<file path="src/design/csim_pkg.sv">
// shared types and constants for the cosine similarity match block
package csim_pkg;

  // longest vector that is accumulated, extra pairs are dropped
  localparam int MAX_VECTOR_LENGTH = 2048;
  localparam int CNT_W = $clog2(MAX_VECTOR_LENGTH + 1);

  // accumulator widths
  localparam int DOT_W = 43;
  localparam int NORM_W = 42;
  localparam int MAG_W = 42;

  // sequential multiplier and root search widths
  localparam int PROD_W = 84;
  localparam int WIDE_W = 116;
  localparam int MUL_STEPS = 42;
  localparam int STEP_W = 6;
  localparam int Q_W = 16;
  localparam int K_W = 4;
  localparam int FRAC_SHIFT = 30;

  // register map
  localparam logic [2:0] ADDR_ENABLE = 3'd0;
  localparam logic [2:0] ADDR_THRESHOLD = 3'd4;
  localparam logic [14:0] THRESHOLD_RESET = 15'd22938;

  // finished accumulation handed from front to back
  typedef struct packed {
    logic signed [DOT_W-1:0] dot;
    logic [NORM_W-1:0] n1;
    logic [NORM_W-1:0] n2;
  } vec_sums_t;

  // configuration seen by the back end
  typedef struct packed {
    logic enable;
    logic [14:0] threshold;
  } match_cfg_t;

  // queue status between the two halves
  typedef struct packed {
    logic full;
    logic empty;
  } queue_status_t;

endpackage

</file>
<file path="src/design/csim_front.sv">
// front end: accumulates dot product and norms one pair per cycle while accept is high (low while the queue is full)
module csim_front import csim_pkg::*; (
  input  logic clk,
  input  logic rst,
  input  logic accept,
  input  logic signed [15:0] first_element,
  input  logic signed [15:0] second_element,
  input  logic last_element,
  output logic done,
  output vec_sums_t sums
);

  logic signed [DOT_W-1:0] dot_acc;
  logic [NORM_W-1:0] n1_acc;
  logic [NORM_W-1:0] n2_acc;
  logic [CNT_W-1:0] pair_count;
  logic signed [31:0] prod_ab;
  logic signed [31:0] prod_aa;
  logic signed [31:0] prod_bb;
  logic take;
  vec_sums_t sums_next;

  // element products
  assign prod_ab = first_element * second_element;
  assign prod_aa = first_element * first_element;
  assign prod_bb = second_element * second_element;
  assign take = (pair_count < CNT_W'(MAX_VECTOR_LENGTH));

  // sums including the current pair
  always_comb begin
    sums_next.dot = dot_acc;
    sums_next.n1 = n1_acc;
    sums_next.n2 = n2_acc;
    if (take) begin
      sums_next.dot = dot_acc + DOT_W'(prod_ab);
      sums_next.n1 = n1_acc + NORM_W'(unsigned'(prod_aa));
      sums_next.n2 = n2_acc + NORM_W'(unsigned'(prod_bb));
    end
  end

  assign done = accept && last_element;
  assign sums = sums_next;

  // accumulators, cleared after the last pair
  always_ff @(posedge clk) begin
    if (rst) begin
      dot_acc <= '0;
      n1_acc <= '0;
      n2_acc <= '0;
      pair_count <= '0;
    end else if (accept) begin
      if (last_element) begin
        dot_acc <= '0;
        n1_acc <= '0;
        n2_acc <= '0;
        pair_count <= '0;
      end else begin
        dot_acc <= sums_next.dot;
        n1_acc <= sums_next.n1;
        n2_acc <= sums_next.n2;
        if (take) begin
          pair_count <= pair_count + 1'b1;
        end
      end
    end
  end

endmodule

</file>
<file path="config.mk">
export PLATFORM = sky130hd
export DESIGN_NAME = csim_front
export DESIGN_NICKNAME = d
export VERILOG_FILES = /design/src/design/csim_pkg.sv /design/src/design/csim_front.sv
export SDC_FILE = /design/constraint.sdc
export NUM_CORES = 2
export LEC_CHECK = 0
export ABC_AREA = 0
export BUFFER_PORTS_ARGS = -buffer_cell sky130_fd_sc_hd__buf_2
export CAP_MARGIN = 20
export CORE_ASPECT_RATIO = 1.2
export CORE_MARGIN = 2
export CORE_UTILIZATION = 50
export DETAILED_ROUTE_END_ITERATION = 10
export PLACE_DENSITY_LB_ADDON = 0.15
export SETUP_SLACK_MARGIN = 0.5
export SYNTH_ARGS = -nofsm -noshare
export SYNTH_HDL_FRONTEND = slang
export SYNTH_SLANG_ARGS = --single-unit
</file>
<file path="constraint.sdc">
create_clock -name clk -period 16.2 [get_ports clk]
set_input_delay 0.81 -clock clk [delete_from_list [all_inputs] [get_ports clk]]
set_output_delay 0.81 -clock clk [all_outputs]
set_load 0.01 [all_outputs]
</file>
### Yosys cells after proc, flatten, opt, wreduce, memory -nomap -nowiden

Index checks and enable logic that the tools add are counted.

| word-level totals | value |
|---|---|
| memories kept | 0 |
| latch bits | 0 |
| memory bits (writable) | 0 |
| output and inout port bits | 128 |
| logic and storage cells | 21 |
| input bits | 36 |
| register bits | 139 |
| ROM bits | 0 |

| cells by class | value |
|---|---|
| shift operators | 0 |
| add/sub/neg operators | 4 |
| magnitude comparators | 1 |
| equality and inequality tests | 0 |
| reduce and logical (&&, ||, !) cells | 3 |
| divide/modulo/power cells | 0 |
| bitwise gates (word level) | 0 |
| mux-type cells | 6 |
| $mul | 3 |

Operators with widths:

| kind | number |
|---|---|
| $mux W127 | 1 |
| $mul A16 B16 Y32 | 3 |
| $add A42 B32 Y42 | 2 |
| $mux W42 | 2 |
| $add A43 B32 Y43 | 1 |
| $mux W43 | 1 |
| $mux W12 | 2 |
| $add A12 B1 Y12 const B | 1 |
| $lt A12 B12 Y1 const B | 1 |
| $reduce_and A2 Y1 | 1 |
| $reduce_bool A2 Y1 | 1 |
| $logic_and A1 B1 Y1 | 1 |

### Logic depth before layout (Yosys ltp)

| logic depth | value |
|---|---|
| depth in word-level cells | 4 |
| depth in mapped cells | 38 |

### Least setup slack after synthesis

OpenSTA, ideal clock, no wires.

| timing path | value |
|---|---|
| kind | input to output |
| start | input port second_element[3] |
| end | output port sums[35] in the netlist's numbering |
| stages | 30 |
| arrival | 8464 ps |
| setup slack | 6926 ps |
| cell sequence | clkbuf_1 clkbuf_1 nand2_1 fa_1 fa_1 fa_1 inv_1 fa_1 fa_1 inv_1 fa_1 inv_1 ha_1 or3_1 a2111oi_1 o21ai_0 and2_1 a31o_2 a21o_1 a21oi_1 xnor2_1 ha_1 a21o_1 a31o_2 a2111o_1 o21ai_2 a21oi_1 buf_4 o211a_1 xor2_1 |

RTL lines:

| what | RTL line | source |
|---|---|---|
| start, declared | csim_front.sv:7 | `input logic signed [15:0] second_element,` |
| end, declared | csim_front.sv:10 | `output vec_sums_t sums` |

==> metrics.md <==
| Metric | Value |
|---|---|
| CTS tree | built |
| Crit-path max cell delay | 870 ps |
| Post-cts repair resize count | 0 |
| Final Hold Fails | 0 |
| Antenna viol nets, final | 0 |
| Seq/Total Area, Yosys | ~7.0% |
| Synth area leaders | fa_1 (41%), ha_1 (11%), inv_1 (9.3%), dfxtp_1 (7.0%), nand2_1 (5.0%) |
| Area leader, netlist | fa_1 |
| Die width | 261.3 um |
| Worst-Skew Late Latency | 520 ps |
| RD Place Congestion | 0.8984 |
| Global router's overall resource usage | roughly 27% |
| Sink Count | 139 |
| Crit path buf inv count | 5 |
| Layout Nets | 5791 |
| Final Max Tran Viols | 0 |
| Top-area cell type share of the netlist area | 41.17% |
| Number of synthesized flops with an enable pin | 0 |
| CTS max path bufs | 2 |
| Initial DRC Count | 1746 |
| Area of the die | 81730 um2 |
| Antenna violations before repair | 4 |
| Synthesized Nets | slightly below 6000 |
| Relative slew slack | 25.16% |
| Final setup fails | 0 |
| R2R Setup Slk | 10020 ps |
| Vias/cell | between 5 and 6 |
| Outcome | completed |
| Core area | 78890 um2 |
| Vias in the first global route | slightly above 30000 |
| Clock-pin slew on the worst setup and hold paths | about 70 ps |
| Setup WS pre-CTS | between 5000 and 6000 ps |
| YS warnings | 0 |
| Setup TNS | 0 ps |
| First-pass iteration count of the detailed router | 5 |
| WP data required | 15390 ps |
| # port buffers | around 160 |
| Via count | 30230 |
| Syn Std Cell Area | between 30000 and 40000 um2 |
| Commonest cells in the netlist | inv_1 (982), fa_1 (817), nand2_1 (524), ha_1 (365), nor2_1 (226) |
| Synth cell types | 78 |
| Max cap viols | 0 |
| Worst setup margin | 4965 ps |
| Critical path endpoint category | output pin |
| Rows | between 100 and 150 |
| Critical path's most frequent cell | fa_1 |
| Largest net degree at the start of global routing | 70 |
| Clock Skews | roughly 19 ps |
| Final Non-Filler Cells | 5622 |
| Post-CTS setup buffer count | 0 |
| GRT overflow | 0 |
| CTS Hold Bufs | 0 |
| WL per Instance | 19.01 um |
| CTS Root Cell | clkbuf_16 |
| Crit path max-delay cell type | o41ai_2 |
| Ys async rst share | 0% |
| Area growth syn-to-layout | 5.669% |
| Boundary pin count | about 160 |
| WL final | 106900 um |
| Worst Max-Slew Pin Slew | around 1100 ps |
| Cells after Synth | 4544 |
| Critical path arrival | between 10000 and 15000 ps |
| Die H | 312.8 um |
| Maximum level of the CTS H-tree | 4 |
| Crit Path Category | in -> out |
| Min-Delay Path Class | reg -> reg |
| Critical path launch point type | input port |
| Count of state elements after synthesis | 139 |
| Ys flop type | dfxtp_1 |
| # DRC | 0 |
| Inst Count DP | 5588 |
| RSZ-0062 raised after global routing | no |
| CP max FO | 36 |
| Period utilization | 69.35% |
| Starting Density | 50.35% |
| First-pass GRT wire length | 172600 um |
| CTS buffer count | 17 |
| Fin crit period | roughly 11000 ps |
| Most numerous cell in the Yosys netlist | inv_1 |
| Dpl hpwl | between 80000 and 90000 um |
| Fmax | 0.08900 GHz |
| Mean Syn Cell Area | approximately 8.7 um2 |
| Worst path top cell family by delay | adder cells |
| Layout cells sized above 1 | under 10% |
[per-stage QoR]
step | hold WS (ps) | util (%) | area, um2
4_1_cts | 483.0 | 53.17 | 41950
2_1_floorplan | 438.8 | - | 39730
5_1_grt | 502.8 | 53.21 | 41980
6_report | 480.5 | 53.21 | 41980
3_3_place_gp | 455.2 | 52.45 | 41380
3_5_place_dp | 466.6 | 52.45 | 41380
[cell families (layout without fill, tap and decap cells)]
family                     count (synthesis)  count (layout)  synth area share [%]
other                                      0               1                     0
AOI/OAI and AO/OA                        665             665                 10.61
and+or+nand+nor                         1163            1163                 13.50
buffers and inverters                   1169            1211                 11.07
DFF                                      139             139                 7.005
muxes                                     23              23                0.6488
xor gates and xnor gates                 203             203                 4.495
adders and majority gates               1182            1182                 52.67
[worst register-to-register path, delay by kind of cell, from the launching register on]
kind,cells,cell delay [ps]
adder cells (fa/ha/maj),6,2860
AND/OR/NAND/NOR,2,550
XOR/XNOR,1,310
flip-flops,1,330
buffers and inverters,4,310
AO/OA/AOI/OAI,7,1710
[metal layers]
layer | up-vias | wire length [um] | track usage (%)
met3 | 138 | 5748 | 3.979
met4 | 8 | 2742 | 7.567
li1 | 14080 | - | -
met5 | - | 46 | 0
met1 | 15270 | 47080 | 38.36
met2 | 738 | 51270 | 44.78
[cell type report]
cell class	instances	area (um2)
Clock inverter	15	146.4
Multi-Input combinational cell	3236	32580
Timing Repair Buffer	189	1031
Fill cell	7605	36920
Clock buffer	17	425.4
Antenna cell	1	2.502
Tap cell	1035	1295
Sequential cell	139	2786
Inverter	990	3716
[registers in the layout (all words and copies together) (netlist names)]
name        flops
dot_acc        43
n1_acc         42
n2_acc         42
pair_count     12
[worst paths after layout]
kind	to	start	depth (start not counted)
hold / removal	dot_acc[41]$_SDFFE_PP0P_	dot_acc[41]$_SDFFE_PP0P_	2
hold reg to reg	dot_acc[41]$_SDFFE_PP0P_	dot_acc[41]$_SDFFE_PP0P_	2
setup reg to reg	dot_acc[35]$_SDFFE_PP0P_	dot_acc[15]$_SDFFE_PP0P_	20
setup / recovery	sums[38]	second_element[15]	29
[layout by cell type, fill, tap and decap left out, types with 17 or more instances in the layout]
master     synthesis  routed
nand3_1           34      34
or3_1             17      17
o21a_1            26      26
fa_1             817     817
ha_1             365     365
nor3_1            33      33
o21bai_1          22      22
buf_2              0     163
a21o_1            75      75
xor2_1            62      62
inv_1            982     982
nand4_1           21      21
and3_1            18      18
dfxtp_1          139     138
mux2_2            22      22
xnor2_1          140     140
a31oi_1           21      21
nor2b_1           63      62
a21oi_1          184     183
nor2_1           226     223
and2_1           154     154
clkbuf_16          0      17
nand2b_1          40      40
buf_4              1      25
nand2_1          524     524
o21ai_0          190     190
Power is left out: the tool's default activity adds up to more than one toggle a clock period on the data nets, which glitch-free logic cannot reach.
