## config.mk

```make
export PLATFORM = sky130hd
export DESIGN_NAME = csim_back
export DESIGN_NICKNAME = d
export VERILOG_FILES = /design/src/design/csim_pkg.sv /design/src/design/csim_back.sv
export SDC_FILE = /design/constraint.sdc
export NUM_CORES = 2
export LEC_CHECK = 0
export BUFFER_PORTS_ARGS = -buffer_cell sky130_fd_sc_hd__buf_2
export CAP_MARGIN = 20
export CORE_MARGIN = 8
export CORE_UTILIZATION = 38
export CTS_CLUSTER_DIAMETER = 120
export DETAILED_ROUTE_END_ITERATION = 16
export GPL_ROUTABILITY_DRIVEN = 1
export PLACE_DENSITY_LB_ADDON = 0.2
export SLEW_MARGIN = 20
export SYNTH_ARGS = -nofsm -noshare
export SYNTH_HDL_FRONTEND = slang
export SYNTH_SLANG_ARGS = --single-unit
export TNS_END_PERCENT = 5
```

## constraint.sdc

```tcl
create_clock -name clk -period 21 [get_ports clk]
set_input_delay 2.1 -clock clk [delete_from_list [all_inputs] [get_ports clk]]
set_output_delay 2.1 -clock clk [all_outputs]
set_load 0.05 [all_outputs]
```

## src/design/csim_pkg.sv

```systemverilog
// shared types and constants for the cosine similarity match block
package csim_pkg;

  // longest vector that is accumulated, extra pairs are dropped
  localparam int MAX_VECTOR_LENGTH = 2048;
  localparam int CNT_W = $clog2(MAX_VECTOR_LENGTH + 1);

  // accumulator widths
  localparam int DOT_W = 43;
  localparam int NORM_W = 42;
  localparam int MAG_W = 42;

  // sequential multiplier and root search widths
  localparam int PROD_W = 84;
  localparam int WIDE_W = 116;
  localparam int MUL_STEPS = 42;
  localparam int STEP_W = 6;
  localparam int Q_W = 16;
  localparam int K_W = 4;
  localparam int FRAC_SHIFT = 30;

  // register map
  localparam logic [2:0] ADDR_ENABLE = 3'd0;
  localparam logic [2:0] ADDR_THRESHOLD = 3'd4;
  localparam logic [14:0] THRESHOLD_RESET = 15'd22938;

  // finished accumulation handed from front to back
  typedef struct packed {
    logic signed [DOT_W-1:0] dot;
    logic [NORM_W-1:0] n1;
    logic [NORM_W-1:0] n2;
  } vec_sums_t;

  // configuration seen by the back end
  typedef struct packed {
    logic enable;
    logic [14:0] threshold;
  } match_cfg_t;

  // queue status between the two halves
  typedef struct packed {
    logic full;
    logic empty;
  } queue_status_t;

endpackage

```

## src/design/csim_back.sv

```systemverilog
// back end: products, bitwise root search and result register
module csim_back import csim_pkg::*; (
  input  logic clk,
  input  logic rst,
  input  queue_status_t qstat,
  input  vec_sums_t qdata,
  output logic qrd,
  input  match_cfg_t cfg,
  input  logic pop,
  output logic empty,
  output logic signed [15:0] similarity,
  output logic is_match
);

  localparam logic [2:0] S_IDLE = 3'd0;
  localparam logic [2:0] S_MUL_P = 3'd1;
  localparam logic [2:0] S_MUL_D = 3'd2;
  localparam logic [2:0] S_TRIAL = 3'd3;
  localparam logic [2:0] S_CMP = 3'd4;
  localparam logic [2:0] S_DONE = 3'd5;

  logic [2:0] state;
  logic neg;
  logic [MAG_W-1:0] mag;
  logic [PROD_W-1:0] mul_a;
  logic [MAG_W-1:0] mul_b;
  logic [PROD_W-1:0] acc;
  logic [PROD_W-1:0] acc_next;
  logic [STEP_W-1:0] step;
  logic [WIDE_W-1:0] p;
  logic [WIDE_W-1:0] d;
  logic [WIDE_W-1:0] q2p;
  logic [WIDE_W-1:0] qp;
  logic [WIDE_W-1:0] t;
  logic [Q_W-1:0] q;
  logic [K_W-1:0] k;
  logic out_valid;
  logic signed [15:0] sim_next;
  logic [MAG_W-1:0] dot_abs;

  assign empty = !out_valid;
  assign qrd = (state == S_IDLE) && !qstat.empty;
  assign acc_next = mul_b[0] ? acc + mul_a : acc;
  assign dot_abs = qdata.dot[DOT_W-1] ? MAG_W'(-qdata.dot) : MAG_W'(qdata.dot);

  // sign and saturation of the root search result
  always_comb begin
    if (neg) begin
      sim_next = 16'(-q);
    end else if (q[Q_W-1]) begin
      sim_next = 16'h7fff;
    end else begin
      sim_next = signed'(q);
    end
  end

  // sequencer
  always_ff @(posedge clk) begin
    if (rst) begin
      state <= S_IDLE;
      out_valid <= 1'b0;
    end else begin
      if (pop && out_valid) begin
        out_valid <= 1'b0;
      end
      unique case (state)
        S_IDLE: begin
          if (!qstat.empty) begin
            neg <= qdata.dot[DOT_W-1];
            mag <= dot_abs;
            mul_a <= PROD_W'(qdata.n1);
            mul_b <= MAG_W'(qdata.n2);
            acc <= '0;
            step <= '0;
            q <= '0;
            if (qdata.n1 == '0 || qdata.n2 == '0) begin
              state <= S_DONE;
            end else begin
              state <= S_MUL_P;
            end
          end
        end
        S_MUL_P: begin
          if (step == STEP_W'(MUL_STEPS - 1)) begin
            p <= WIDE_W'(acc_next);
            mul_a <= PROD_W'(mag);
            mul_b <= mag;
            acc <= '0;
            step <= '0;
            state <= S_MUL_D;
          end else begin
            acc <= acc_next;
            mul_a <= mul_a << 1;
            mul_b <= mul_b >> 1;
            step <= step + 1'b1;
          end
        end
        S_MUL_D: begin
          acc <= acc_next;
          mul_a <= mul_a << 1;
          mul_b <= mul_b >> 1;
          step <= step + 1'b1;
          if (step == STEP_W'(MUL_STEPS - 1)) begin
            d <= WIDE_W'(acc_next) << FRAC_SHIFT;
            q2p <= '0;
            qp <= '0;
            k <= K_W'(Q_W - 1);
            state <= S_TRIAL;
          end
        end
        S_TRIAL: begin
          // square of q with bit k set, times the norm product
          t <= q2p + (qp << (k + 1'b1)) + (p << {k, 1'b0});
          state <= S_CMP;
        end
        S_CMP: begin
          if (t <= d) begin
            q2p <= t;
            qp <= qp + (p << k);
            q[k] <= 1'b1;
          end
          if (k == '0) begin
            state <= S_DONE;
          end else begin
            k <= k - 1'b1;
            state <= S_TRIAL;
          end
        end
        S_DONE: begin
          if (!out_valid) begin
            similarity <= sim_next;
            is_match <= cfg.enable && !sim_next[15] && (sim_next[14:0] >= cfg.threshold);
            out_valid <= 1'b1;
            state <= S_IDLE;
          end
        end
        default: begin
          state <= S_IDLE;
        end
      endcase
    end
  end

endmodule

```

== After elaboration in Yosys (flattened, before gate mapping) ==
Cells that the tools add are included.

* Word-level logic and storage cells: 114
* Output and inout port bits: 19
* Register bits: 816
* Input port bits: 148

* $add $sub $neg: 9
* Mux-type cells: 39
* Bitwise operators: 4
* Shift operators: 3
* Magnitude comparators: 4
* Equal/unequal tests: 12
* Reduce and logical (&&, ||, !) cells: 26

{| class="wikitable"
|+ Operator list
! kind !! count
|-
| 84-bit one-hot mux with 3 select lines || 2
|-
| 116-bit one-hot mux with 2 select lines || 2
|-
| 84-bit 2-to-1 mux || 5
|-
| 116-bit adder || 3
|-
| 116-bit 2-to-1 mux || 3
|-
| 42-bit 2-to-1 mux || 3
|-
| 42-bit one-hot mux with 3 select lines || 1
|-
| 116-bit by 114-bit <= comparator with 1-bit output || 1
|-
| 116-bit by 4-bit left shift with 116-bit output || 1
|-
| 84-bit by 4-bit left shift with 116-bit output || 1
|-
| 84-bit by 5-bit left shift with 116-bit output || 1
|-
| 84-bit adder || 1
|-
| 42-bit zero test || 2
|-
| 16-bit 2-to-1 mux || 3
|-
| 42-bit negation || 1
|-
| 16-bit one-hot mux with 2 select lines || 1
|-
| 3-bit 2-to-1 mux || 6
|-
| 3-bit one-hot mux with 6 select lines || 1
|-
| 6-bit one-hot mux with 3 select lines || 1
|-
| 16-bit negation || 1
|-
| 16-bit OR || 1
|-
| 4-bit AND reduction || 4
|-
| 15-bit >= comparator || 1
|-
| 15-bit 2-to-1 mux || 1
|-
| other kinds (25) || 50
|}

== Longest topological paths before layout ==
* Depth in word-level cells: 7
* Depth in mapped cells: 30
* Mapped depth without buffers: 23

== Worst setup path before layout ==
Ideal clock, no wire load.

* Path type: input port to flip-flop
* Start: in rst
* End: reg q2p[0], enable pin
* Path buffers: 1
* Data arrival time: 19191 ps
* Library setup time: 1168 ps
* Setup slack: 641 ps
* Stages: 2
* Data required time: 19832 ps
* Path through: clkbuf_1 > a211oi_1

* Cells in the longest elaborated chain, start to end: 2

{| class="wikitable"
|+ RTL lines
! element !! line !! RTL
|-
| from (decl) || csim_back.sv:4 || <nowiki>input logic rst,</nowiki>
|-
| 1-bit NOT (no line) || -- ||
|-
| 4-bit AND reduction (no line) || -- ||
|-
| to (signal assigned) || csim_back.sv:118 || <nowiki>q2p <= t;</nowiki>
|-
| to (decl) || csim_back.sv:32 || <nowiki>logic [WIDE_W-1:0] q2p;</nowiki>
|}

No other way between the ends.
A chain may end at the register's enable or synchronous reset.

== Final worst setup path ==
* Start: reg k[1]
* End: reg t[91], data pin

* Cells in the longest elaborated chain, start to end: 4
* Elaborated cells on any way between the ends: 5
* Those cells by class: add/sub: 3; shift: 2

{| class="wikitable"
|+ RTL lines
! element !! line !! RTL
|-
| from (decl) || csim_back.sv:36 || <nowiki>logic [K_W-1:0] k;</nowiki>
|-
| from (signal assigned) || csim_back.sv:107 || <nowiki>k <= K_W'(Q_W - 1);</nowiki>
|-
| from (signal assigned) || csim_back.sv:125 || <nowiki>k <= k - 1'b1;</nowiki>
|-
| 4-bit by 1-bit adder with 4-bit output || csim_back.sv:113 || <nowiki>t <= q2p + (qp << (k + 1'b1)) + (p << {k, 1'b0});</nowiki>
|-
| 116-bit by 4-bit left shift with 116-bit output || csim_back.sv:113 ||
|-
| 116-bit adder || csim_back.sv:113 ||
|-
| 116-bit adder * || csim_back.sv:113 ||
|-
| to (signal assigned) || csim_back.sv:113 ||
|-
| to (decl) || csim_back.sv:34 || <nowiki>logic [WIDE_W-1:0] t;</nowiki>
|}

Mark *: on every way between the ends. The rest lies on a longest branch, timed or not.

==> key figures <==
Die
  • Die W: 435 um
  • CORE AREA: 0.175 sq mm
  • Initial Util: 38.1%
  • Die area: 0.189 sq mm
  • Die H: 435 um
  • Ports: 167
  • Site Rows: 154

Logic synthesis
  • Most used DFF post-synth: edfxtp_1
  • Post-synth ARST share: 0%
  • Syn Inst Count: 6857
  • Number of synthesized register bits: 816
  • Seq/Total Area, Yosys: 36.7%
  • Mean Syn Cell Area: 9.73 sq um
  • Post-synth EDFFs: 812
  • Net Count, Synth: 7526
  • Cell variety after synth: 75
  • YS warnings: 0
  • Post-synthesis instance area: 0.0667 sq mm

Final layout
  • Layout Nets: 7428
  • Fillers: 17200
  • Share of cells above drive strength 1: 9.62%
  • Area delta synth->final: 9.17%
  • Final Util: 41.5%

Worst setup path
  • WP buf/inv: 4
  • Worst path most repeated cell: buf_4
  • CP max FO: 140
  • Critical path type: register to register
  • CP delay by family, top: compound AO/OA/AOI/OAI gates
  • Crit path required time: 21470 ps
  • WP data arrival: 9240 ps
  • Crit path largest cell delay: 850 ps
  • Worst setup SP type: register
  • Setup crit end kind: register
  • Crit-path cells: buf_12, ha_1, xnor2_2, buf_4, buf_4, nand2_1, and3_1, a31oi_1, fa_1, ha_1, nand4_1, nor4_1, o2111ai_1, a21oi_1, nor2_1, buf_4, o31ai_1, a221oi_1, o21ai_0, a21oi_1, xnor2_1
  • CP max stage cell: nor4_1

Timing
  • Final setup vio count: 0
  • Rel. slew slack: 21.0%
  • Period minus WS final: 8770 ps
  • Fin. max-slew vios: 0
  • Worst Tran Pin Value: 1170 ps
  • Final hold vios: 0
  • Peak Freq: 114 MHz
  • Setup Skew: 49.0 ps
  • Fraction of the cycle the final worst path needs: 41.8%
  • RSZ-0062 raised after global routing: false
  • Final setup TNS: 0 ps
  • Fin Hold WS: 524 ps

Detailed routing
  • Routed vias: 54500
  • Pre-antenna DRT Iters: 6
  • Vias per inst: 5.93
  • DR DRC count: 0
  • Detailed Route WL: 217000 um
  • Final ANT Viol Nets: 0
  • Number of DRC markers in iteration 0: 5504
  • Per-cell routed wire length: 23.6 um

Flow run
  • Max-Cap Viols: 0

Clock tree
  • CTS Buf Count: 99
  • TritonCTS clock tree: yes
  • Worst-skew pair later-pin latency: 760 ps
  • PostCTS Resize Cnt: 0
  • Clk slew on worst S/H paths: 60 ps
  • Clock H-tree levels: 3
  • Setup Buffers After CTS: 0
  • Clock tree buffer depth: 3
  • TritonCTS Sinks: 816
  • Hold Buf Count CTS: 0
  • Root buffer cell: clkbuf_16

Power and ir drop
  • Power Density: 55.8 mW/mm^2
  • Logic pwr share: 10.7%
  • Switching part of the total: 25.6%
  • P_sw: 1.04 mW
  • Final Power: 4.06 mW
  • Static Leak: 28.4 nW
  • Worst ir drop on vdd: 0.0000618 V
  • Clock power frac: 43.1%
  • Sequential Power Share: 46.2%
  • Int Power: 3.02 mW

Placement
  • Detail Placement HPWL: 169000 um
  • Port buffer count: 165
  • GP Congestion: 0.969

Global routing
  • First-pass GRT wire length: 324000 um
  • Global-route usage over all layers: 21.8%
  • Vias in the first global route: 52600
  • Initial antenna violation count: 4
  • Grt ovf: 0
  • Largest net degree at the start of global routing: 219

Run status
  • Status: completed

Hold path
  • Hold crit path type: register to register
==> cell families (layout without fill, tap and decap cells) <==
family,count (synthesis),in the layout,share of synthesized area (%)
AOI/OAI and AO/OA,1826,1826,17.0
DFF,816,816,36.7
xor gates and xnor gates,342,342,4.49
adders and majority gates,521,521,11.1
and+or+nand+nor,2169,2169,16.0
buffers and inverters,639,623,3.59
muxes,544,544,11.2
other,0,3,0
==> state kept, by name (all words and copies together) (netlist names) <==
| signal | cells |
|---|---|
| q | 16 |
| state | 3 |
| mul_b | 42 |
| out_valid | 1 |
| mag | 42 |
| q2p | 116 |
| is_match | 1 |
| acc | 84 |
| mul_a | 84 |
| t | 116 |
| similarity | 16 |
| d | 84 |
| p | 84 |
| k | 4 |
| neg | 1 |
| step | 6 |
| qp | 116 |
==> path summary, 6_finish.rpt <==
check / depth (start not counted) / slack [ps] / to / start
worst max-delay path: 21 / 12230 / t[91] / k[1]
worst min-delay path: 2 / 520 / state[2] / out_valid
worst max register to register: 21 / 12230 / t[91] / k[1]
worst min register to register: 2 / 520 / state[2] / out_valid
==> power groups by stage <==
stage / logic (mW) / clock network [mW] / registers [mW]
5_1_grt: 0.481 / 1.85 / 1.88
3_5_place_dp: 0.432 / 0 / 1.91
6_report: 0.435 / 1.75 / 1.88
4_1_cts: 0.434 / 1.80 / 1.88
2_1_floorplan: 0.306 / 0 / 1.91
3_3_place_gp: 0.428 / 0 / 1.91
==> layer usage <==
| metal | track usage, % | wire length [um] | up-vias |
|---|---|---|---|
| met5 | 0 | 13 | - |
| met4 | 5.72 | 5510 | 2 |
| met3 | 3.42 | 15500 | 275 |
| met1 | 32.2 | 103000 | 26700 |
| met2 | 33.1 | 93100 | 1916 |
| li1 | - | - | 25500 |
==> final cells by class <==
class	count	area, sq um	area share, %
Clock inverter	67	682	0.936
Tap cell	2340	2930	4.02
Multi-Input combinational cell	5402	40000	54.9
Timing Repair Buffer	225	1370	1.88
Antenna cell	3	7.51	0.0103
Sequential cell	816	24500	33.6
Clock buffer	116	2560	3.52
Inverter	215	807	1.11
==> through the flow <==
stage	setup WS, ps	cells	area, sq um
finish	12230	9184	72900
global placement	12320	8997	69600
detailed placement	12320	8997	69600
global route	11870	9182	72800
floorplan	641	6857	66700
CTS	12300	9180	72800
==> tightest hold or removal path: stages, from the launching register on <==
cell     delay (ps)
dfxtp_1         340
nand3_1          90
a21oi_1          60
==> cell usage after synthesis, types with 40 or more instances <==
| cell type | n | share of area (%) |
|---|---|---|
| xor2_1 | 112 | 1.5 |
| ha_1 | 404 | 7.6 |
| nor3_1 | 95 | 0.71 |
| mux2_2 | 76 | 1.3 |
| nand3_1 | 75 | 0.56 |
| fa_1 | 117 | 3.5 |
| clkbuf_1 | 384 | 2.2 |
| mux4_2 | 157 | 5.3 |
| a31oi_1 | 128 | 1.2 |
| a221o_1 | 86 | 1.3 |
| o21bai_1 | 88 | 0.99 |
| inv_1 | 215 | 1.2 |
| nor4_1 | 55 | 0.52 |
| o21ai_0 | 473 | 3.5 |
| mux2i_1 | 311 | 4.7 |
| edfxtp_1 | 812 | 37 |
| and2_1 | 183 | 1.7 |
| and3_1 | 220 | 2.1 |
| xnor2_1 | 230 | 3.0 |
| o31ai_1 | 46 | 0.52 |
| nand2_1 | 612 | 3.4 |
| o21a_1 | 52 | 0.58 |
| buf_1 | 40 | 0.22 |
| nand4_1 | 156 | 1.5 |
| nor2_1 | 512 | 2.9 |
| a21o_1 | 198 | 2.2 |
| a21oi_1 | 559 | 4.2 |
| nand2b_1 | 121 | 1.1 |
==> cell usage in the layout (no fill, tap or decap), types with 156 or more instances in the layout <==
cell,instances
nand2_1,611
mux2i_1,311
nand4_1,156
and3_1,220
buf_2,165
o21ai_0,473
ha_1,403
a21oi_1,557
edfxtp_1,812
xnor2_1,227
and2_1,183
mux4_2,157
inv_1,215
a21o_1,197
nor2_1,509
Power figures use the tool's default switching activity.
