$ cat config.mk
export PLATFORM = sky130hd
export DESIGN_NAME = csim_queue
export DESIGN_NICKNAME = d
export VERILOG_FILES = /design/src/design/csim_pkg.sv /design/src/design/csim_queue.sv
export SDC_FILE = /design/constraint.sdc
export NUM_CORES = 1
export LEC_CHECK = 0
export ABC_AREA = 1
export ABC_CLOCK_PERIOD_IN_PS = 7830
export BUFFER_PORTS_ARGS = -buffer_cell sky130_fd_sc_hd__buf_2
export CAP_MARGIN = 10
export CORE_ASPECT_RATIO = 1.4
export CORE_MARGIN = 3
export CORE_UTILIZATION = 50
export CTS_CLUSTER_SIZE = 28
export DETAILED_ROUTE_END_ITERATION = 7
export GPL_ROUTABILITY_DRIVEN = 0
export HOLD_SLACK_MARGIN = 0.12
export PLACE_DENSITY = 0.79
export SETUP_SLACK_MARGIN = 0.5
export SLEW_MARGIN = 20
export SYNTH_ARGS = -nofsm -noshare
export SYNTH_HDL_FRONTEND = slang
export SYNTH_SLANG_ARGS = --single-unit
$ cat constraint.sdc
create_clock -name clk -period 7.83 [get_ports clk]
set_input_delay 1.1745 -clock clk [delete_from_list [all_inputs] [get_ports clk]]
set_output_delay 1.1745 -clock clk [all_outputs]
set_load 0.005 [all_outputs]
$ cat src/design/csim_pkg.sv
// shared types and constants for the cosine similarity match block
package csim_pkg;

  // longest vector that is accumulated, extra pairs are dropped
  localparam int MAX_VECTOR_LENGTH = 2048;
  localparam int CNT_W = $clog2(MAX_VECTOR_LENGTH + 1);

  // accumulator widths
  localparam int DOT_W = 43;
  localparam int NORM_W = 42;
  localparam int MAG_W = 42;

  // sequential multiplier and root search widths
  localparam int PROD_W = 84;
  localparam int WIDE_W = 116;
  localparam int MUL_STEPS = 42;
  localparam int STEP_W = 6;
  localparam int Q_W = 16;
  localparam int K_W = 4;
  localparam int FRAC_SHIFT = 30;

  // register map
  localparam logic [2:0] ADDR_ENABLE = 3'd0;
  localparam logic [2:0] ADDR_THRESHOLD = 3'd4;
  localparam logic [14:0] THRESHOLD_RESET = 15'd22938;

  // finished accumulation handed from front to back
  typedef struct packed {
    logic signed [DOT_W-1:0] dot;
    logic [NORM_W-1:0] n1;
    logic [NORM_W-1:0] n2;
  } vec_sums_t;

  // configuration seen by the back end
  typedef struct packed {
    logic enable;
    logic [14:0] threshold;
  } match_cfg_t;

  // queue status between the two halves
  typedef struct packed {
    logic full;
    logic empty;
  } queue_status_t;

endpackage

$ cat src/design/csim_queue.sv
// two entry queue of finished sums between front and back
module csim_queue import csim_pkg::*; (
  input  logic clk,
  input  logic rst,
  input  logic wr,
  input  vec_sums_t wr_data,
  input  logic rd,
  output vec_sums_t rd_data,
  output queue_status_t status
);

  vec_sums_t mem [2];
  logic wr_ptr;
  logic rd_ptr;
  logic [1:0] count;

  assign status.full = (count == 2'd2);
  assign status.empty = (count == 2'd0);
  assign rd_data = mem[rd_ptr];

  // storage
  always_ff @(posedge clk) begin
    if (wr) begin
      mem[wr_ptr] <= wr_data;
    end
  end

  // pointers and fill level
  always_ff @(posedge clk) begin
    if (rst) begin
      wr_ptr <= 1'b0;
      rd_ptr <= 1'b0;
      count <= '0;
    end else begin
      if (wr) begin
        wr_ptr <= ~wr_ptr;
      end
      if (rd) begin
        rd_ptr <= ~rd_ptr;
      end
      count <= count + {1'b0, wr} - {1'b0, rd};
    end
  end

endmodule

# Word-level counts from Yosys, hierarchy flattened
# Memory sizes are Yosys's and may differ from the RTL's. A register that Yosys moved wholly into a read port is not among the register bits.
# Index checks and enable logic that the tools add are counted.
dict set report classes {
  n_addsub 2
  eq_ne 1
  muxes 4
  bitwise_logic 2
  n_reduce_logical 1
}
# cell n
set op_table {}
lappend op_table {{2-to-1 mux 1 bit} 4}
lappend op_table {{adder 2 x 1 -> 2 bit} 1}
lappend op_table {{equality test 2 bit, second input constant} 1}
lappend op_table {{zero test 2 bit} 1}
lappend op_table {{NOT 1 bit} 2}
lappend op_table {{subtractor 2 x 1 -> 2 bit} 1}
dict set report totals {
  register_bits 4
  ram_bits 254
  in_bits 131
  output_inout_bits 129
  elab_cells 14
  memories 1
}
# name words word_bits rd rd_ports_with_merged_regs write_ports line_no
set memory_table {}
lappend memory_table {mem 2 127 1 1 1 csim_queue.sv:12} ;# vec_sums_t mem [2];

# Longest topological paths before layout
# Gate-level depths: netlist of the first run.
dict set report logic_depth {
  word_depth 3
  depth_mapped 9
  mapped_depth_nobuf 9
}

# Worst setup path before layout of the first run
# Ideal clock, no wire load.
dict set report synth_timing {
  kind {input-to-reg}
  from {input wr}
  to {memory mem[0][0] (netlist name), enable pin}
  setup_time_ns 0.618
  arrival_time_ns 6.527
  required_time_ns 7.212
  setup_slack_ns 0.685
  cell_stages 2
  n_path_buf 0
  path_cell_list {inv_1 nor2_1}
}
dict set report synth_between {
  elab_chain_cells 2
}
# element line_no
set synth_rtl {}
lappend synth_rtl {{start, declared} csim_queue.sv:5} ;# input logic wr,
lappend synth_rtl {{2-to-1 mux 1 bit} csim_queue.sv:23} ;# if (wr) begin
lappend synth_rtl {{2-to-1 mux 1 bit (implied by the code)} csim_queue.sv:24} ;# mem[wr_ptr] <= wr_data;
lappend synth_rtl {{end, declared} csim_queue.sv:12}
# No other way between the ends.

==> metrics.cfg, run 1 <==
[power_and_ir_drop]
p_comb_share_pct = 9.3
finalPower_w = 0.00302
p_sw_share_pct = 20.3
clockPowerShare_pct = 36.5
p_leak_nw = 4.51
irDropWorstVdd_v = 0.000191
seq_power_share_pct = 54.3
p_per_area_nw_per_um2 = 256
p_int_w = 0.00241
p_sw_w = 0.000614

[synthesis]
synth_mux_area_share_pct = 16.2
synth_adder_area_share_pct = 0.264
yosysTopAreaCell = edfxtp_1
synth_edf_count = 254
synth_xor_area_share_pct = 0.0922
syn_nets = 559
ys_seq_area_share_pct = 81.4
ys_ff_latch = 259
yosys_warnings = 0
yosysTopAreaCellShare_pct = 80.3
synthCells = 426
synth-main-ff-cell = edfxtp_1
syn_avg_cell_area_sq_um = 22.3
synthArstFlopShare_pct = 0
synth_top_family_by_area = multiplexers
yosysUniqueCellTypes = 14
synth_most_common_cell = edfxtp_1
synthesis.area_sq_um = 9500
ys_top_cells_by_area = edfxtp_1 80%, mux2_2 12%, mux2_4 4.7%, dfxtp_1 1.1%, buf_6 0.59%
synthTopCellsByCount = 254 x edfxtp_1, 97 x mux2_2, 30 x mux2_4, 9 x buf_2
synth-compound-area-share_pct = 0.0527
yosys.area_share.simple_pct = 0.580

[sta]
fin_ws_ns = 3.77
rsz0062_at_grt = no
worst_pin_slew_ns = 0.974
timing.fmax_mhz = 246
fin_crit_ns = 4.06
fin_setup_tns_ns = 0
hold_viol = 0
min_period_over_period_pct = 51.9
finalSetupViolCount = 0
maxSlewViolCount = 0
slew_headroom_pct = 35.0
skew_ns = 0.00960

[finish]
diodes = 0
layout-drive-gt1-share_pct = 59.1
fill_cells = 1327
finalNonFillerCells = 962
final_core_util_pct = 63.4
syn2layout_area_growth_pct = 24.2
nNetsFinal = 834

[placement]
dp_hpwl_um = 12300
portBuffers = 259
pre_cts_ws_ns = 4.24
dpl.cell_count = 919

[critical_path]
endpoint_kind = output port
path_max_fanout = 66
cp_data_arrival_time_ns = 2.89
path_class = flop to output port
start_kind = flop
cp.required_ns = 6.66

[floorplan]
die_area_sq_um = 20700
die_w_um = 122
core_sq_um = 18600
initial_utilization_pct = 51.0
ios = 260
num_rows = 59
die_h_um = 169

[drt]
vias_per_cell = 4.98
drtPass1Iterations = 4
drtAntennaViolNets = 0
routedWlPerCell_um = 18.5
totalWireLength_um = 17800
first_iter_violations = 257
drc_errors = 0
vias = 4787

[worst_hold_path]
worst_hold_path_type = flop to flop

[clock_tree]
h-tree-depth = 1
worstSkewPairLatency_ns = 0.50
clk_path_buf_depth = 3
post_cts_buffers = 0
clkTransAtPathRegs_ns = 0.07
cts_root_buf = clkbuf_16
ctsHoldBuffers = 0
cts_made_buffers = 24
cts_num_sinks = 259
cts_resized = 0
cts_tree = yes

[grt]
track_usage_pct = 16.9
antenna_found_initial = 0
grt_max_degree = 75
grt_remaining_overflow = 0
grt_first_pass_wirelength_um = 27300
grt_pass1_vias = 5338

[flow_run]
drv_cap = 0

[outcome]
status = completed

-- routing by layer --
layer	track usage, %	part of all wire, %
met5	0	0
met4	5.26	2.7
met3	3.88	6.7
met2	32.3	57
met1	18.1	34
-- worst max-delay path, cell delays in order, from the launching register on --
cell and delay, ns:
dfxtp_4 0.94, buf_4 0.81, mux2_2 0.42, buf_2 0.13
-- final timing paths --
check / startpoint / endpoint / slack, ns / cells after the start
hold / removal: rd_ptr / flop / 0.54 / 2
setup reg to reg: wr_ptr / mem[1][73] / 5.45 / 3
setup / recovery: flop / rd_data[36] / 3.77 / 3
hold reg to reg: rd_ptr / flop / 0.54 / 2
-- area by class of cell --
type                       count  area, sq um  area share [%]
sequential                   259         7730            65.5
multi-input combinational    145         1640            13.9
timing repair buffer         263         1330            11.2
clock buffer                  30          644            5.46
tap                          244          305            2.59
clock inverter                13          113           0.955
inverter                       8         32.5           0.276
-- flip-flops by register name (all words and copies together) (netlist names), named ones only --
name    count
count       2
mem       254
rd_ptr      1
wr_ptr      1
-- logic make-up (layout without fill, tap and decap cells) --
kind of cell,count (synthesis),count (layout)
multiplexers,127,127
XOR/XNOR,1,1
adder cells (fa/ha/maj),2,2
AND/OR/NAND/NOR,14,14
flip-flops,259,259
AO/OA/AOI/OAI,1,1
buffers and inverters,22,314
-- power groups by stage --
stage	clock network [W]	registers [W]	logic (W)
finish	0.00110	0.00164	0.000280
global route	0.00119	0.00165	0.000306
CTS	0.00113	0.00164	0.000285
detailed placement	0	0.00167	0.000283
global placement	0	0.00166	0.000272
floorplan	0	0.00166	0.000164
-- cells in the final DEF (no fill, tap or decap), drive strengths merged --
cell	Yosys	routed
ha	2	2
nand2	4	4
inv	8	9
clkinv	0	10
buf	14	263
edfxtp	254	254
bufinv	0	2
clkbuf	0	30
dfxtp	5	5
mux2	127	127
nand3	1	1
a21oi	1	1
nor3	1	1
nor2	8	8
xnor2	1	1
-- through the flow --
| step | hold WS [ns] | cell area (sq um) |
|---|---|---|
| 2_1_floorplan | 0.480 | 9500 |
| 3_3_place_gp | 0.494 | 11000 |
| 3_5_place_dp | 0.511 | 11000 |
| 4_1_cts | 0.548 | 11800 |
| 5_1_grt | 0.568 | 11800 |
| 6_report | 0.535 | 11800 |
Power figures use the tool's default switching activity.
==> run 2, diff against run 1 <==
--- a/config.mk
+++ b/config.mk
@@ -5,8 +5,8 @@
 export SDC_FILE = /design/constraint.sdc
 export NUM_CORES = 1
 export LEC_CHECK = 0
-export ABC_AREA = 1
-export ABC_CLOCK_PERIOD_IN_PS = 7830
+export ABC_AREA = 0
+export ABC_CLOCK_PERIOD_IN_PS = 3950
 export BUFFER_PORTS_ARGS = -buffer_cell sky130_fd_sc_hd__buf_2
 export CAP_MARGIN = 10
 export CORE_ASPECT_RATIO = 1.4
==> constraint.sdc (replaced) <==
create_clock -name clk -period 3.95 [get_ports clk]
set_input_delay 0.5925 -clock clk [delete_from_list [all_inputs] [get_ports clk]]
set_output_delay 0.5925 -clock clk [all_outputs]
set_load 0.005 [all_outputs]
==> metrics.cfg, run 2 <==
[power_and_ir_drop]
p_sw_w = 0.00125  ; +100%
p_comb_share_pct = 10.2  ; +0.9 points
seq_power_share_pct = 54.4  ; about the same
p_sw_share_pct = 20.8  ; +0.50 points
p_per_area_nw_per_um2 = 509  ; +99%
irDropWorstVdd_v = 0.000375  ; +96%
p_int_w = 0.00476  ; +98%
clockPowerShare_pct = 35.4  ; -1.1 points
finalPower_w = 0.00601  ; +99%
p_leak_nw = 4.49  ; -0.36%

[sta]
finalSetupViolCount = 0  ; unchanged
min_period_over_period_pct = 73.3
rsz0062_at_grt = no
fin_setup_tns_ns = 0  ; unchanged
fin_crit_ns = 2.90
slew_headroom_pct = 45.2  ; +10 points
maxSlewViolCount = 0  ; unchanged
worst_pin_slew_ns = 0.822  ; -0.153 ns
hold_viol = 0  ; unchanged
skew_ns = 0.00865  ; -0.000944 ns
timing.fmax_mhz = 345

[critical_path]
crit_buf_inv = 2  ; unchanged
cp.required_ns = 3.36  ; -3.30 ns
cp_data_arrival_time_ns = 2.30  ; -0.59 ns
path_class = flop to output port
cp_top_family = buffers and inverters
endpoint_kind = output port
slowest_delay_ns = 0.66  ; -0.28 ns
path_max_fanout = 38  ; -42%
cpMaxStageDelayCell = dfxtp_4
path_cells = buf_4, mux2_2, buf_2
start_kind = flop

[finish]
multi_input_area_sq_um = 1660  ; +1.1%
seqCellArea_sq_um = 7730  ; unchanged
final_cell_mix = 259 x buf_2, 254 x edfxtp_1, 97 x mux2_2
top_register = mem
nNetsFinal = 825  ; -1.1%
largest_reg_flops = 254  ; unchanged
syn2layout_area_growth_pct = 24.5
fill_cells = 1351  ; +1.8%
layout-drive-gt1-share_pct = 59.9  ; +0.81 points
reg_top3 = mem (254), count (2)
layout_commonest_cell = buf_2

[clock_tree]
cts_root_buf = clkbuf_16
cts_num_sinks = 259  ; unchanged
cts_made_buffers = 24  ; unchanged
worstSkewPairLatency_ns = 0.50  ; about the same
cts_resized = 0  ; unchanged
ctsHoldBuffers = 0  ; unchanged
clk_path_buf_depth = 3  ; unchanged
clkTransAtPathRegs_ns = 0.06  ; about the same
cts_tree = yes
post_cts_buffers = 0  ; unchanged
h-tree-depth = 1  ; unchanged

[outcome]
status = completed

[drt]
vias = 4853  ; +1.4%
drtPass1Iterations = 6  ; +2
routedWlPerCell_um = 19.0  ; +2.8%
first_iter_violations = 219  ; -15%
drc_errors = 0  ; unchanged
totalWireLength_um = 18200  ; +2.3%
vias_per_cell = 5.07  ; +1.8%
drtAntennaViolNets = 0  ; unchanged

[grt]
grt_remaining_overflow = 0  ; unchanged
grt_use_met2_pct = 31.5  ; -0.81 points
met3_usage_pct = 5.78  ; +1.9 points
antenna_found_initial = 7  ; +7
grt_max_degree = 84  ; +12%
grt.busiest_layer = met2
grt_pass1_vias = 5262  ; -1.4%
grt_first_pass_wirelength_um = 27200  ; -0.20%
use_met1_pct = 17.5  ; -0.60 points
track_usage_pct = 17.1  ; +0.15 points

[synthesis]
syn_avg_cell_area_sq_um = 22.8  ; +2.3%
synthesis.area_sq_um = 9490  ; about the same
ys_top_cells_by_area = edfxtp_1 80%, mux2_2 12%, mux2_4 4.7%, dfxtp_1 1.1%, buf_6 0.59%
synthArstFlopShare_pct = 0  ; unchanged
synth_most_common_cell = edfxtp_1
ys_seq_area_share_pct = 81.4  ; about the same
yosysUniqueCellTypes = 13  ; -1
syn_nets = 549  ; -1.8%
synthCells = 416  ; -2.3%
synth_edf_count = 254  ; unchanged
synth-main-ff-cell = edfxtp_1
yosysTopAreaCell = edfxtp_1
yosysTopAreaCellShare_pct = 80.4  ; about the same
ys_ff_latch = 259  ; unchanged
yosys_warnings = 0  ; unchanged
synthTopCellsByCount = 254 x edfxtp_1, 97 x mux2_2, 30 x mux2_4, 9 x buf_2

[floorplan]
initial_utilization_pct = 51.0  ; about the same
ios = 260  ; unchanged
die_w_um = 122  ; about the same
num_rows = 59  ; unchanged
die_h_um = 169  ; about the same
core_sq_um = 18600  ; unchanged
die_area_sq_um = 20700  ; about the same

[placement]
dp_hpwl_um = 12500  ; +2.1%
portBuffers = 259  ; unchanged

[worst_hold_path]
worst_hold_path_type = primary input to flop

[flow_run]
drv_cap = 0  ; unchanged

[run 2: worst paths after layout]
check / start / to / cells past startpoint / slack, ns
worst max-delay path: flop / rd_data[39] / 3 / 1.05
worst min-delay path: wr_data[90] / mem[1][90] / 1 / 0.28
worst max register to register: wr_ptr / mem[1][116] / 2 / 2.07
worst min register to register: rd_ptr / rd_ptr / 2 / 0.54
[run 2: worst register-to-register path, delay by kind of cell, from the launching register on]
family                 cells  cell delay [ns]
flip-flops                 1             0.41
AND/OR/NAND/NOR            1             0.60
buffers and inverters      1             0.46
[run 2: layer usage]
layer / wire length (um) / vias up
met5: 38 / -
met4: 451 / 6
met3: 1540 / 42
met2: 10100 / 185
met1: 6080 / 2409
li1: - / 2211
[run 2: logic make-up (layout without fill, tap and decap cells)]
kind of cell,after synthesis,in the layout,share of synthesized area [%]
muxes,127,127,16.3
and+or+nand+nor,9,9,0.462
DFF,259,259,81.4
buffers and inverters,16,310,1.15
xor gates and xnor gates,3,3,0.422
other,0,4,0
adders and majority gates,2,2,0.264
[run 2: final cells by class]
type / instances / share of cell area [%]
flip-flops and latches: 259 / 65.5
inverters: 2 / 0.0636
well taps: 244 / 2.58
clock inverters: 14 / 0.752
multi-input cells: 141 / 14.1
diodes: 4 / 0.0847
repair buffers: 264 / 11.5
clock buffers: 30 / 5.46
[run 2: power by group through the flow]
stage | combinational, W | sequential (W) | clock, W
3_5_place_dp | 0.000617 | 0.00333 | 0
3_3_place_gp | 0.000594 | 0.00332 | 0
6_report | 0.000613 | 0.00327 | 0.00213
2_1_floorplan | 0.000350 | 0.00330 | 0
5_1_grt | 0.000666 | 0.00328 | 0.00229
4_1_cts | 0.000621 | 0.00327 | 0.00218
[run 2: per-stage QoR]
stage / hold slack [ns] / cells / utilization [%] / worst slack [ns] / instance area, sq um
after global placement: 0.496 / 910 / 59.5 / 1.66 / 11100
final: 0.277 / 958 / 63.5 / 1.05 / 11800
after global routing: 0.249 / 957 / 63.5 / 0.939 / 11800
after detailed placement: 0.518 / 910 / 59.5 / 1.57 / 11100
after floorplan: 0.480 / 416 / - / 1.02 / 9500
after CTS: 0.252 / 954 / 63.4 / 1.02 / 11800
==> run 3, diff against run 2 <==
--- a/config.mk
+++ b/config.mk
@@ -5,18 +5,18 @@
 export SDC_FILE = /design/constraint.sdc
 export NUM_CORES = 1
 export LEC_CHECK = 0
-export ABC_AREA = 0
-export ABC_CLOCK_PERIOD_IN_PS = 3950
+export ABC_AREA = 1
+export ABC_CLOCK_PERIOD_IN_PS = 2400
 export BUFFER_PORTS_ARGS = -buffer_cell sky130_fd_sc_hd__buf_2
 export CAP_MARGIN = 10
 export CORE_ASPECT_RATIO = 1.4
 export CORE_MARGIN = 3
-export CORE_UTILIZATION = 50
+export CORE_UTILIZATION = 47
 export CTS_CLUSTER_SIZE = 28
 export DETAILED_ROUTE_END_ITERATION = 7
 export GPL_ROUTABILITY_DRIVEN = 0
 export HOLD_SLACK_MARGIN = 0.12
-export PLACE_DENSITY = 0.79
+export PLACE_DENSITY = 0.78
 export SETUP_SLACK_MARGIN = 0.5
 export SLEW_MARGIN = 20
 export SYNTH_ARGS = -nofsm -noshare
==> constraint.sdc (replaced) <==
create_clock -name clk -period 2.4 [get_ports clk]
set_input_delay 0.36 -clock clk [delete_from_list [all_inputs] [get_ports clk]]
set_output_delay 0.36 -clock clk [all_outputs]
set_load 0.005 [all_outputs]
==> metrics.cfg, run 3 (synthesis gave the netlist of run 1 again) <==
[outcome]
status = completed

[placement]
dpl.cell_count = 925  ; +1.6%
dp_hpwl_um = 12200  ; -2.5%
portBuffers = 259  ; unchanged

[critical_path]
path_class = flop to output port
rr_worst_depth = 8  ; +6
cp_data_arrival_time_ns = 1.73  ; -0.57 ns
path_max_fanout = 8  ; -79%
start_kind = flop
cp.required_ns = 2.04  ; -1.32 ns
endpoint_kind = output port

[floorplan]
num_rows = 60  ; +1.7%
core_sq_um = 19500  ; +4.9%
ios = 260  ; unchanged
die_w_um = 126  ; +3.0%
die_area_sq_um = 22000  ; +6.2%
die_h_um = 174  ; +3.1%
initial_utilization_pct = 48.6  ; -2.4 points

[grt]
antenna_found_initial = 0  ; -7
grt_first_pass_wirelength_um = 34400  ; +26%
use_met1_pct = 22.5  ; +5.0 points
grt_pass1_vias = 6285  ; +19%
grt_max_degree = 74  ; -12%
track_usage_pct = 19.9  ; +2.9 points
grt.busiest_layer = met2
grt_use_met2_pct = 36.7  ; +5.2 points
grt_remaining_overflow = 0  ; unchanged
met3_usage_pct = 3.47  ; -2.3 points

[sta]
timing.fmax_mhz = 479
hold_viol = 0  ; unchanged
finalSetupViolCount = 0  ; unchanged
worst_pin_slew_ns = 0.420  ; -0.402 ns
maxSlewViolCount = 0  ; unchanged
slew_headroom_pct = 72.0  ; +27 points
skew_ns = 0.00873  ; +0.0000760 ns
fin_crit_ns = 2.09
fin_setup_tns_ns = 0  ; unchanged
min_period_over_period_pct = 87.1
rsz0062_at_grt = yes

[power_and_ir_drop]
finalPower_w = 0.0107  ; +78%
p_per_area_nw_per_um2 = 735  ; +45%
irDropWorstVdd_v = 0.000842  ; +120%
p_leak_nw = 5.73  ; +28%

[drt]
routedWlPerCell_um = 23.4  ; +23%
vias_per_cell = 5.20  ; +2.6%
vias = 5827  ; +20%
drc_errors = 0  ; unchanged
totalWireLength_um = 26200  ; +44%
drtPass1Iterations = 4  ; -2
first_iter_violations = 398  ; +82%
drtAntennaViolNets = 0  ; unchanged

[finish]
syn2layout_area_growth_pct = 52.8
reg_top3 = mem (254), count (2)
layout-drive-gt1-share_pct = 51.9  ; -8.0 points
nNetsFinal = 988  ; +20%
largest_reg_flops = 254  ; unchanged
diodes = 0  ; -4
final_cell_mix = 254 x edfxtp_1, 173 x buf_2, 128 x dlygate4sd3_1
top_register = mem
finalNonFillerCells = 1121  ; +17%
fill_cells = 1079  ; -20%
layout_commonest_cell = edfxtp_1

[flow_run]
drv_cap = 0  ; unchanged

[clock_tree]
clk_path_buf_depth = 3  ; unchanged
clkTransAtPathRegs_ns = 0.06  ; about the same
h-tree-depth = 1  ; unchanged
worstSkewPairLatency_ns = 0.50  ; about the same
cts_root_buf = clkbuf_16
cts_made_buffers = 24  ; unchanged
cts_num_sinks = 259  ; unchanged
cts_tree = yes

[worst_hold_path]
worst_hold_path_type = primary input to flop
hold-path-cell-count = 3  ; +2

run 3: cell count changes in the layout (fill, tap and decap cells not counted), moves of 3 or more:
| cell | delta |
|---|---|
| dlygate4sd3_1 | +128 |
| buf_6 | +89 |
| buf_2 | -86 |
| mux2_2 | -63 |
| mux2_4 | +63 |
| buf_16 | +10 |
| clkbuf_16 | +8 |
| buf_12 | +4 |
| diode_2 | -4 |
| inv_1 | +4 |
| nand2_1 | +3 |
run 3: metrics by stage:
step | area [sq um] | utilization (%) | hold WS (ns) | setup WS (ns)
global route | 14500 | 74.3 | 0.194 | 0.260
floorplan | 9540 | - | 0.431 | -0.268
global placement | 11200 | 57.1 | 0.498 | 0.683
CTS | 13500 | 69.4 | 0.144 | 0.274
detailed placement | 11200 | 57.1 | 0.508 | 0.649
finish | 14500 | 74.3 | 0.161 | 0.311
run 3: report_power, final:
| group | switching (W) | leakage [nW] | internal [W] | total [W] |
|---|---|---|---|---|
| clock network | 0.00159 | 0.357 | 0.00201 | 0.00360 |
| registers | 0.0000829 | 2.43 | 0.00524 | 0.00532 |
| logic | 0.000694 | 2.94 | 0.00105 | 0.00175 |
| total | 0.00237 | 5.73 | 0.00830 | 0.0107 |
run 3: cell type report:
class                      count  area [sq um]  share of cell area (%)
clock inverter                14          91.3                   0.630
tap                          248           310                    2.14
clock buffer                  30           644                    4.44
sequential                   259          7730                    53.3
inverter                       8          46.3                   0.319
timing repair buffer         417          3790                    26.1
multi-input combinational    145          1900                    13.1
run 3: path summary, 6_finish.rpt:
check                           startpoint           to  slack (ns)
worst max-delay path                  flop  rd_data[35]        0.31
worst min register to register      rd_ptr         flop        0.52
worst max register to register    count[0]     count[1]        0.93
worst min-delay path                    rd         flop        0.16
run 3: timing repair:
action,in CTS,in global routing
hold buffers,128,0
pin swaps,0,0
buffers inserted,4,0
endpoints found under the setup margin,127,127
gates cloned,8,12
gates resized for setup,27,139
hold endpoints to repair,258,0
run 3: routing by layer:
| layer | vias up | routed length [um] |
|---|---|---|
| li1 | 2540 | - |
| met1 | 2929 | 9010 |
| met4 | 0 | 954 |
| met3 | 70 | 1490 |
| met2 | 288 | 14800 |
| met5 | - | 0 |
run 3: critical path, stage by stage (launching register included):
cell	delay [ns]
dfxtp_4	0.41
buf_12	0.19
clkbuf_16	0.19
mux2_4	0.31
buf_6	0.12
